**config.mk**
```make
export PLATFORM = sky130hd
export DESIGN_NAME = bitmap_slot_allocator_top
export DESIGN_NICKNAME = d
export VERILOG_FILES = /design/src/bsa_pkg.sv /design/src/bsa_ram.sv /design/src/bitmap_slot_allocator_top.sv
export SDC_FILE = /design/constraint.sdc
export NUM_CORES = 1
export LEC_CHECK = 0
export ABC_AREA = 1
export BUFFER_PORTS_ARGS = -buffer_cell sky130_fd_sc_hd__buf_2
export CAP_MARGIN = 40
export CELL_PAD_IN_SITES_DETAIL_PLACEMENT = 1
export CELL_PAD_IN_SITES_GLOBAL_PLACEMENT = 1
export CORE_MARGIN = 3
export CORE_UTILIZATION = 51
export DETAILED_ROUTE_END_ITERATION = 12
export GPL_TIMING_DRIVEN = 1
export PLACE_DENSITY_LB_ADDON = 0.25
export SLEW_MARGIN = 20
export SYNTH_ARGS = -nofsm -noshare
export SYNTH_HDL_FRONTEND = slang
export SYNTH_HIERARCHICAL = 1
export SYNTH_SLANG_ARGS = --single-unit
```
**constraint.sdc**
```tcl
create_clock -name clk -period 7.9 [get_ports clk]
set_input_delay 0 -clock clk [delete_from_list [all_inputs] [get_ports clk]]
set_output_delay 0 -clock clk [all_outputs]
set_load 0.005 [all_outputs]
```
**src/bsa_pkg.sv**
```systemverilog
`timescale 1ns / 1ps

package bsa_pkg;

  // bitmap word held in one memory entry
  localparam int WORD_BITS = 16;

  localparam int SLOTS_DEFAULT = 64;

  // reset value of the slot limit register
  localparam logic [6:0] LIMIT_RESET = 7'd64;

  typedef enum logic [1:0] {
    ST_OK           = 2'd0,
    ST_FULL         = 2'd1,
    ST_RANGE        = 2'd2,
    ST_ALREADY_FREE = 2'd3
  } status_t;

endpackage

```
**src/bsa_ram.sv**
```systemverilog
`timescale 1ns / 1ps

module bsa_ram #(
  parameter int WIDTH = bsa_pkg::WORD_BITS,
  parameter int DEPTH = 4
) (
  input  logic                                       clk,
  input  logic                                       we,
  input  logic [((DEPTH > 1) ? $clog2(DEPTH) : 1)-1:0] waddr,
  input  logic [WIDTH-1:0]                           wdata,
  input  logic [((DEPTH > 1) ? $clog2(DEPTH) : 1)-1:0] raddr,
  output logic [WIDTH-1:0]                           rdata
);

  logic [WIDTH-1:0] mem [DEPTH];

  always_ff @(posedge clk) begin
    if (we) begin
      mem[waddr] <= wdata;
    end
    rdata <= mem[raddr];
  end

endmodule

```
**src/bitmap_slot_allocator_top.sv**
```systemverilog
`timescale 1ns / 1ps

// bitmap slot allocator: hands out and takes back slots of a fixed pool of
// SLOTS entries. one input word is a request (action 0 allocates the lowest
// free slot, action 1 frees slot_index); each request gives exactly one
// result word with a status (ok, pool full, index out of range, slot already
// free), the granted slot on a good allocate (zero otherwise) and the count
// of slots in use afterwards. the taken flags live in one memory of 16-bit
// words with a registered read; every access is read, modify, write
// back. after reset a clearing pass writes every bitmap word once, and no
// request is taken until it ends; the slot_limit register may be written
// meanwhile. requests are handled one at a time. a full allocate or an
// out-of-range free goes straight to the done state, a free passes through
// RD_FREE, and an allocate passes through RD_ALLOC and then SCAN for each
// further bitmap word that the search for the next free slot has to read;
// that forward search through the memory, one word per cycle, sets the
// allocate time. the done state loads the result into the output register
// once it is free. the next request is accepted as soon as the result is in
// the output register, even while that result is still stalled. slot_limit
// values above SLOTS act as SLOTS and zero makes every allocate report pool
// full; lowering it does not stop frees of slots handed out before.

module bitmap_slot_allocator_top #(
  parameter int SLOTS = bsa_pkg::SLOTS_DEFAULT
) (
  input  logic       clk,
  input  logic       rst,

  // configuration write channel
  input  logic       cfg_valid,
  output logic       cfg_ready,
  input  logic [6:0] slot_limit,

  // request channel
  input  logic       in_valid,
  output logic       in_stall,
  input  logic       action,
  input  logic [5:0] slot_index,

  // result channel
  output logic       out_valid,
  input  logic       out_stall,
  output logic [1:0] status,
  output logic [5:0] granted_slot,
  output logic [6:0] used_count
);

  localparam int WB     = bsa_pkg::WORD_BITS;
  localparam int WBW    = $clog2(WB);
  localparam int NWORDS = (SLOTS + WB - 1) / WB;
  localparam int AW     = (NWORDS > 1) ? $clog2(NWORDS) : 1;
  localparam int IW     = $clog2(SLOTS);       // slot number
  localparam int LW     = $clog2(SLOTS + 1);   // slot number or "none", also the use count
  localparam int CW     = (LW > 7) ? LW : 7;   // compare against the limit register
  localparam int XW     = (LW > 6) ? LW : 6;   // compare against the request index
  localparam int PW     = AW + WBW + 1;        // bit position in the pool, with room for SLOTS

  typedef enum logic [2:0] {
    S_CLEAR,
    S_IDLE,
    S_RD_ALLOC,
    S_RD_FREE,
    S_SCAN,
    S_DONE
  } state_t;

  state_t            state;
  logic [6:0]        limit;
  logic [LW-1:0]     lowest_free;
  logic [IW-1:0]     high_water;
  logic              any_allocated;
  logic [LW-1:0]     in_use;
  logic [AW-1:0]     cur_word;     // word under access, also the clear counter
  logic [WBW-1:0]    sel_bit;      // bit of the request slot inside cur_word
  logic [IW-1:0]     free_slot;
  bsa_pkg::status_t  res_status;
  logic [5:0]        res_granted;

  logic              ram_we;
  logic [AW-1:0]     ram_waddr;
  logic [WB-1:0]     ram_wdata;
  logic [AW-1:0]     ram_raddr;
  logic [WB-1:0]     ram_rdata;

  logic              in_take;
  logic              alloc_full;
  logic              free_bad;
  logic [WB-1:0]     bit_mask;
  logic [WB-1:0]     scan_word;
  logic              scan_found;
  logic [WBW-1:0]    scan_bit;
  logic              last_word;
  logic              out_free;

  assign cfg_ready = 1'b1;
  assign in_stall  = (state != S_IDLE);
  assign in_take   = in_valid && !in_stall;
  assign out_free  = !out_valid || !out_stall;

  // lowest free slot must lie below both the pool size and the limit
  assign alloc_full = (lowest_free >= LW'(SLOTS)) ||
                      (CW'(lowest_free) >= CW'(limit));

  assign free_bad = !any_allocated ||
                    (XW'(slot_index) > XW'(high_water)) ||
                    (XW'(slot_index) >= XW'(SLOTS));

  assign bit_mask  = WB'(1) << sel_bit;
  assign last_word = (cur_word == AW'(NWORDS - 1));

  // first word of an allocate already has the new slot marked
  assign scan_word = (state == S_RD_ALLOC) ? (ram_rdata | bit_mask) : ram_rdata;

  // lowest clear bit past the start point that is still inside the pool
  always_comb begin
    logic [PW-1:0] pos;
    scan_found = 1'b0;
    scan_bit   = '0;
    for (int b = WB - 1; b >= 0; b--) begin
      pos = PW'({cur_word, WBW'(b)});
      if (!scan_word[b] && (pos < PW'(SLOTS)) &&
          ((state != S_RD_ALLOC) || (WBW'(b) > sel_bit))) begin
        scan_found = 1'b1;
        scan_bit   = WBW'(b);
      end
    end
  end

  always_comb begin
    case (state)
      S_IDLE: begin
        if (action) begin
          ram_raddr = AW'(slot_index >> WBW);
        end else begin
          ram_raddr = AW'(lowest_free >> WBW);
        end
      end
      S_RD_ALLOC, S_SCAN: ram_raddr = cur_word + AW'(1);
      default:            ram_raddr = cur_word;
    endcase
  end

  always_comb begin
    ram_waddr = cur_word;
    case (state)
      S_CLEAR: begin
        ram_we    = 1'b1;
        ram_wdata = '0;
      end
      S_RD_ALLOC: begin
        ram_we    = 1'b1;
        ram_wdata = ram_rdata | bit_mask;
      end
      S_RD_FREE: begin
        ram_we    = ram_rdata[sel_bit];
        ram_wdata = ram_rdata & ~bit_mask;
      end
      default: begin
        ram_we    = 1'b0;
        ram_wdata = ram_rdata;
      end
    endcase
  end

  // a write in RD_ALLOC / RD_FREE lands before any later read of the same
  // word is issued, so no forwarding path is needed
  bsa_ram #(
    .WIDTH (WB),
    .DEPTH (NWORDS)
  ) u_map (
    .clk   (clk),
    .we    (ram_we),
    .waddr (ram_waddr),
    .wdata (ram_wdata),
    .raddr (ram_raddr),
    .rdata (ram_rdata)
  );

  always_ff @(posedge clk) begin
    if (rst) begin
      state         <= S_CLEAR;
      limit         <= bsa_pkg::LIMIT_RESET;
      lowest_free   <= '0;
      high_water    <= '0;
      any_allocated <= 1'b0;
      in_use        <= '0;
      cur_word      <= '0;
      out_valid     <= 1'b0;
    end else begin
      if (cfg_valid && cfg_ready) begin
        limit <= slot_limit;
      end

      // word leaves with no new one loaded behind it
      if (out_valid && !out_stall && (state != S_DONE)) begin
        out_valid <= 1'b0;
      end

      case (state)
        S_CLEAR: begin
          cur_word <= cur_word + AW'(1);
          if (last_word) begin
            state <= S_IDLE;
          end
        end

        S_IDLE: begin
          res_granted <= '0;
          cur_word    <= ram_raddr;
          if (in_take) begin
            if (!action) begin
              sel_bit <= WBW'(lowest_free);
              if (alloc_full) begin
                res_status <= bsa_pkg::ST_FULL;
                state      <= S_DONE;
              end else begin
                state <= S_RD_ALLOC;
              end
            end else begin
              sel_bit   <= WBW'(slot_index);
              free_slot <= IW'(slot_index);
              if (free_bad) begin
                res_status <= bsa_pkg::ST_RANGE;
                state      <= S_DONE;
              end else begin
                state <= S_RD_FREE;
              end
            end
          end
        end

        S_RD_ALLOC, S_SCAN: begin
          if (state == S_RD_ALLOC) begin
            res_status    <= bsa_pkg::ST_OK;
            res_granted   <= 6'(lowest_free);
            any_allocated <= 1'b1;
            in_use        <= in_use + LW'(1);
            if (!any_allocated || (IW'(lowest_free) > high_water)) begin
              high_water <= IW'(lowest_free);
            end
          end
          if (scan_found) begin
            lowest_free <= LW'({cur_word, scan_bit});
            state       <= S_DONE;
          end else if (last_word) begin
            lowest_free <= LW'(SLOTS);
            state       <= S_DONE;
          end else begin
            cur_word <= cur_word + AW'(1);
            state    <= S_SCAN;
          end
        end

        S_RD_FREE: begin
          if (!ram_rdata[sel_bit]) begin
            res_status <= bsa_pkg::ST_ALREADY_FREE;
          end else begin
            res_status <= bsa_pkg::ST_OK;
            if (LW'(free_slot) < lowest_free) begin
              lowest_free <= LW'(free_slot);
            end
            if (in_use != '0) begin
              in_use <= in_use - LW'(1);
            end
          end
          state <= S_DONE;
        end

        S_DONE: begin
          if (out_free) begin
            out_valid    <= 1'b1;
            status       <= res_status;
            granted_slot <= res_granted;
            used_count   <= 7'(in_use);
            state        <= S_IDLE;
          end
        end

        default: state <= S_IDLE;
      endcase
    end
  end

`ifndef SYNTHESIS
  // counters never pass the pool size
  a_bounds: assert property (@(posedge clk) disable iff (rst)
    (in_use <= LW'(SLOTS)) && (lowest_free <= LW'(SLOTS)))
    else $error("slot counters beyond pool size");

  // use count moves by at most one per cycle
  a_use_step: assert property (@(posedge clk) disable iff (rst)
    !$stable(in_use) |-> ((in_use == $past(in_use) + LW'(1)) ||
                          (in_use == $past(in_use) - LW'(1))))
    else $error("use count jumped");

  // nothing can be in use before the first allocation
  a_none_before_alloc: assert property (@(posedge clk) disable iff (rst)
    !any_allocated |-> (in_use == '0))
    else $error("slots in use without any allocation");

  // a granted slot lies below the limit that was in force
  a_grant_limit: assert property (@(posedge clk) disable iff (rst)
    (state == S_RD_ALLOC) |-> (CW'(lowest_free) < CW'(limit)))
    else $error("allocation past the slot limit");
`endif

endmodule

```
**Word level (Yosys, flattened, before mapping)**

Memory sizes are Yosys's and may differ from the RTL's. A register that Yosys moved wholly into a read port is not among the register bits.
Cells that the tools add are included.

- Multiplexer cells: 75
- Bitwise operators: 4
- $lt $le $gt $ge: 22
- $add $sub $neg: 3
- Shifts and indexed selects: 1
- Reductions and logical operators: 78
- Equality and inequality tests: 21

Operators by type and width:

| kind | number |
|---|---|
| two-way mux 4 bit | 17 |
| two-way mux 7 bit | 7 |
| one-hot mux 16 bit (3 select lines) | 1 |
| greater-than comparator 4 bit (first input constant) | 8 |
| one-hot mux 7 bit (2 select lines) | 2 |
| two-way mux 1 bit | 24 |
| zero test 1 bit | 20 |
| logical OR 1 bit | 20 |
| logical AND 1 bit | 19 |
| two-way mux 2 bit | 9 |
| two-way mux 3 bit | 6 |
| inequality test 2 bit (second input constant) | 9 |
| AND reduction 3 bit | 6 |
| AND 16 bit | 1 |
| greater-than comparator 3 x 4 -> 1 bit (first input constant) | 4 |
| two-way mux 16 bit | 1 |
| NOT 16 bit | 1 |
| bitwise OR 16 bit | 1 |
| << shifter 1 x 4 -> 16 bit (first input constant) | 1 |
| one-hot mux 3 bit (5 select lines) | 1 |
| greater-than comparator 6 bit | 2 |
| inequality test 3 bit (second input constant) | 4 |
| one-hot mux 2 bit (3 select lines) | 2 |
| one-hot mux 6 bit (2 select lines) | 1 |
| other kinds (28) | 37 |

- Output and inout bits: 18
- Flip-flop bits (word level): 67
- Memories: 1
- Input port bits: 19
- Logic and storage cells: 220
- Bits in writable memories: 64

Memory list:

| memory | words | bits a word | read ports | clocked after memory_dff | wr ports | RTL line | source |
|---|---|---|---|---|---|---|---|
| u_map.mem | 4 | 16 | 1 | 1 | 1 | bsa_ram.sv:15 | `logic [WIDTH-1:0] mem [DEPTH];` |

**Depth between registers and ports, before layout**

- Word-level depth: 23
- Depth in mapped cells: 21

**Hierarchy**

Netlist, hierarchy kept.

Modules (own cells, without submodules):

| module | area each (um^2) | seq. area each (um^2) | instances | cells each |
|---|---|---|---|---|
| bitmap_slot_allocator_top | 4,316.6 | 1,671.6 | 1 | 562 |
| bsa_ram | 3,079.2 | 2,242.2 | 1 | 275 |

**Worst setup path before layout**

OpenSTA, ideal clock, no wires.

- Path type: register -> register
- Start: reg sel_bit[1]
- End: mem u_map/mem[0][0] (netlist bit), enable pin
- Clock period less this slack: 2.851 ns
- Path slack: 5.049 ns
- Stages on the path, launching flop included: 11
- Setup time: 0.409 ns
- Required time: 7.491 ns
- Arrival time: 2.441 ns
- Path buffers: 1
- Path through: edfxtp_1 buf_4 nor2_1 inv_2 o21ai_0 o21ai_0 nand4_1 nand2_1 o21ai_0 inv_1 nor3_1

- Longest elaborated chain between the ends: 5

RTL lines:

| what | RTL line | source |
|---|---|---|
| from (decl) | bitmap_slot_allocator_top.sv:74 | `logic [WBW-1:0] sel_bit;` |
| from (signal assigned) | bitmap_slot_allocator_top.sv:212 | `sel_bit <= WBW'(lowest_free);` |
| from (signal assigned) | bitmap_slot_allocator_top.sv:220 | `sel_bit <= WBW'(slot_index);` |
| binary-select mux 1 bit (select 4 bit) | bitmap_slot_allocator_top.sv:155 | `ram_we = ram_rdata[sel_bit];` |
| two-way mux 1 bit (not written as such) | bitmap_slot_allocator_top.sv:155 |  |
| one-hot mux 1 bit (2 select lines) | bitmap_slot_allocator_top.sv:145 | `case (state)` |
| named net ram_we | bitmap_slot_allocator_top.sv:79 | `logic ram_we;` |
| two-way mux 1 bit | bsa_ram.sv:18 | `if (we) begin` |
| two-way mux 1 bit (not written as such) | bsa_ram.sv:19 | `mem[waddr] <= wdata;` |
| to (decl) | bsa_ram.sv:15 |  |

The timed path passes the listed nets, and every way through them passes these cells. The select of a mux whose other input is x is not followed.

**Worst setup path in the final report**

- Start: reg state[2]
- End: reg u_map.rdata[4], read port of u_map.mem

- Longest elaborated chain between the ends: 3
- Elaborated cells between the ends (all ways): 5
- Those cells by class: eq/ne (3); mux (1); reduce/logical (1)

RTL lines:

| what | RTL line | source |
|---|---|---|
| from (decl) | bitmap_slot_allocator_top.sv:67 | `state_t state;` |
| from (signal assigned) | bitmap_slot_allocator_top.sv:181 | `state <= S_CLEAR;` |
| from (signal assigned) | bitmap_slot_allocator_top.sv:203 | `state <= S_IDLE;` |
| from (signal assigned) | bitmap_slot_allocator_top.sv:215 | `state <= S_DONE;` |
| == test 3 x 2 -> 1 bit or == test 3 bit (tied branches) | bitmap_slot_allocator_top.sv:130 | `case (state)` |
| OR reduction 2 bit | bitmap_slot_allocator_top.sv:130 |  |
| one-hot mux 2 bit (2 select lines) * | bitmap_slot_allocator_top.sv:130 |  |
| named net ram_raddr[0] | bitmap_slot_allocator_top.sv:82 | `logic [AW-1:0] ram_raddr;` |
| to (decl) | bsa_ram.sv:12 | `output logic [WIDTH-1:0] rdata` |

The timed path passes the listed nets; every way through them passes the cells marked *.
A chain may end at the register's enable or synchronous reset.

==> impl_metrics.toml <==
[run_status]
outcome = "finished clean"

[synthesis]
synth_edf_count = 97
yosysTopAreaCellShare_pct = 39.4
synth.top_cells.by_area = "edfxtp_1 (39%), dfxtp_1 (14%), nand2_1 (8.1%)"
synth.distinct_cells = 44
ys_seq_area_share_pct = 52.9
syn-cell-area_mm2 = 0.00740
avgSynthCellArea_um2 = 8.84
ys_ff_latch = 147
yosysTopAreaCell = "edfxtp_1"
synth_nets = 887
synth_common_cells = "nand2_1 (160), inv_1 (148), edfxtp_1 (97), o21ai_0 (62), a21oi_1 (61)"
synthArstFlopShare_pct = 0
synth.most_common_cell = "nand2_1"
postSynthCellCount = 837
ys_warn_count = 6
synthFlopType = "edfxtp_1"

[routing]
drc = 0
via_count = 6081
ant_nets = 0
firstDrtPassIters = 6
via_per_inst = 5.61
drt_iter0_markers = 413
wl_per_cell_um = 19.8
wl_mm = 21.4

[global_routing]
antenna_found_initial = 0
grt_pass1_wl_mm = 34.7
grt-ovfl-total = 0
grt_usage_pct = 27.8
grt_max_degree = 34
grt_pass1_vias = 6572

[sta]
min_period_over_period_pct = 42.1
setup_violations = 0
slew_headroom_pct = 47.3
finalClockSkew_ns = 0.00997
fmax_ghz = 0.301
tightest_slew_ns = 0.789
hold_violations = 0
setup-tns-final_ns = 0
rsz0062_at_grt = "no"
slew_viol_final = 0
period_minus_slack_ns = 3.32
setup_ws_ns = 4.58

[worst_hold_path]
hold_depth = 3
min_to = "limit[1]"
min_path_type = "primary input to register"
hp-start = "cfg_valid"

[worst_setup_path]
path_buf_inv = 5
critPathRequiredTime_ns = 8.27
endpoint_kind = "register"
reg2reg_to = "u_map/rdata[4]"
cp_max_fo = 33
reg2reg_slack_ns = 4.58
worstSetupStartpointType = "register"
cpMaxStageDelayCell = "dfxtp_1"
cpPeakStageDelay_ns = 0.47
crit_type = "register to register"
critical_path_arrival_ns = 3.69
r2r_start = "state[2]"
ff2ff_path_depth = 13
crit_chain = "nor2_2, nand2_2, inv_2, nor2_2, inv_1, nor2_1, inv_1, o21ai_2, buf_4, inv_4, nand2_1, nand3_1, nand2_1"
cp_top_family = "simple AND/OR/NAND/NOR gates"

[cts]
cts_made_buffers = 17
cts_hold_buf = 19
cts_root_buf = "clkbuf_16"
clockBufferDepth = 2
cts_setup_buffers = 0
clk_pin_slew_worst_paths_ns = 0.06
cts_max_level = 4
cts_tree = "built"
insertion_delay_ns = 0.43
cts_sinks = 147
post_cts_resized = 0

[finish]
areaGrowthSynthToFinish_pct = 15.3
drive_above_1_share_pct = 11.8
final_cells = 1084
multi_input_area_mm2 = 0.00274
ff_latch_area_mm2 = 0.00391
nets = 942
antenna_cells = 0
fillers = 1624

[power]
power.density_mw_per_mm2 = 367
total_power_mw = 3.13
peakVddDrop_mv = 0.163
p_leak_nw = 3.75

[placed_design]
gp_congestion = 0.963
post-dp-hpwl_mm = 14.4
io_buffers = 35
pre_cts_slack_ns = 4.62
dp_cells = 1032

[floorplan]
die_area_mm2 = 0.0160
io_pins = 37
die_width_um = 126
fp.coreArea_mm2 = 0.0140
placementRows = 43
initial_utilization_pct = 52.7
fp.dieH_um = 126

[job]
cap_viol_max_count = 0
-- registers in the layout, indices dropped and copies added, names as in the netlist --
signal         count
state              3
free_slot          6
u_map/mem         64
in_use             7
sel_bit            4
used_count         7
high_water         6
any_allocated      1
out_valid          1
granted_slot       6
u_map/rdata       16
limit              7
lowest_free        7
res_status         2
cur_word           2
status             2
res_granted        6
-- stage by stage --
step                      instance area [um^2]  utilization [%]  hold slack (ns)
after floorplan                           7400                -           0.0989
after global placement                    7680             54.7            0.216
after detailed placement                  7750             55.2            0.229
after CTS                                 8510             60.6          0.00784
after global routing                      8530             60.7           0.0532
final                                     8530             60.7           0.0372
-- worst max-delay path by stage --
stage / to / start / cells past startpoint
2_1_floorplan: u_map/mem[0][0] / sel_bit[1] / 10
3_3_place_gp: u_map/mem[1][10] / state[1] / 8
3_5_place_dp: u_map/rdata[4] / state[0] / 13
4_1_cts: u_map/rdata[4] / state[0] / 13
5_1_grt: u_map/rdata[4] / state[0] / 13
6_report: u_map/rdata[4] / state[2] / 13
-- placed cells by master, fill, tap and decap left out, drive strengths merged, types with 2 or more instances in the layout --
cell type    count
nand2          164
inv            159
edfxtp          97
o21ai           74
a21oi           61
nor2            60
dfxtp           50
nand3           50
buf             44
ha              30
clkbuf          22
dlygate4sd3     19
a31oi           15
o22ai            9
nor3             7
nand4            6
o2111ai          4
a211oi           4
nor4             3
o21bai           3
clkinvlp         3
o211ai           3
clkinv           3
xnor2            2
xor2             2
bufinv           2
or2              2
-- worst register-to-register path: cells and delay by family, from the launching register on --
family | cells | cell delay, ns
flip-flops | 1 | 0.47
AO/OA/AOI/OAI | 1 | 0.14
buffers and inverters | 5 | 1.25
AND/OR/NAND/NOR | 7 | 1.40
-- power breakdown --
group / total, mW / internal [mW] / leakage, nW / switching (mW)
clock network: 0.785 / 0.478 / 0.270 / 0.307
logic: 1.10 / 0.350 / 2.15 / 0.754
registers: 1.24 / 1.11 / 1.33 / 0.138
-- area by class of cell --
class,count,area share [%]
Clock buffer,22,5.44
Clock inverter,9,1.23
Multi-Input combinational cell,505,32.2
Sequential cell,147,45.9
Tap cell,180,2.64
Inverter,158,7.01
Timing Repair Buffer,63,5.62
-- routing by layer --
metal,GRT usage [%],wire [um]
met1,32.1,8580
met2,49.6,11300
met3,6.02,811
met4,12.4,708
met5,0,0
-- cell families after synthesis --
family          synth area share, %
buf+inv                        10.7
flops                          52.9
simple gates                   17.1
other cells                  0.0507
xor+xnor                      0.474
fa+ha+maj                      5.35
compound gates                 13.5
Power figures use the tool's default switching activity.
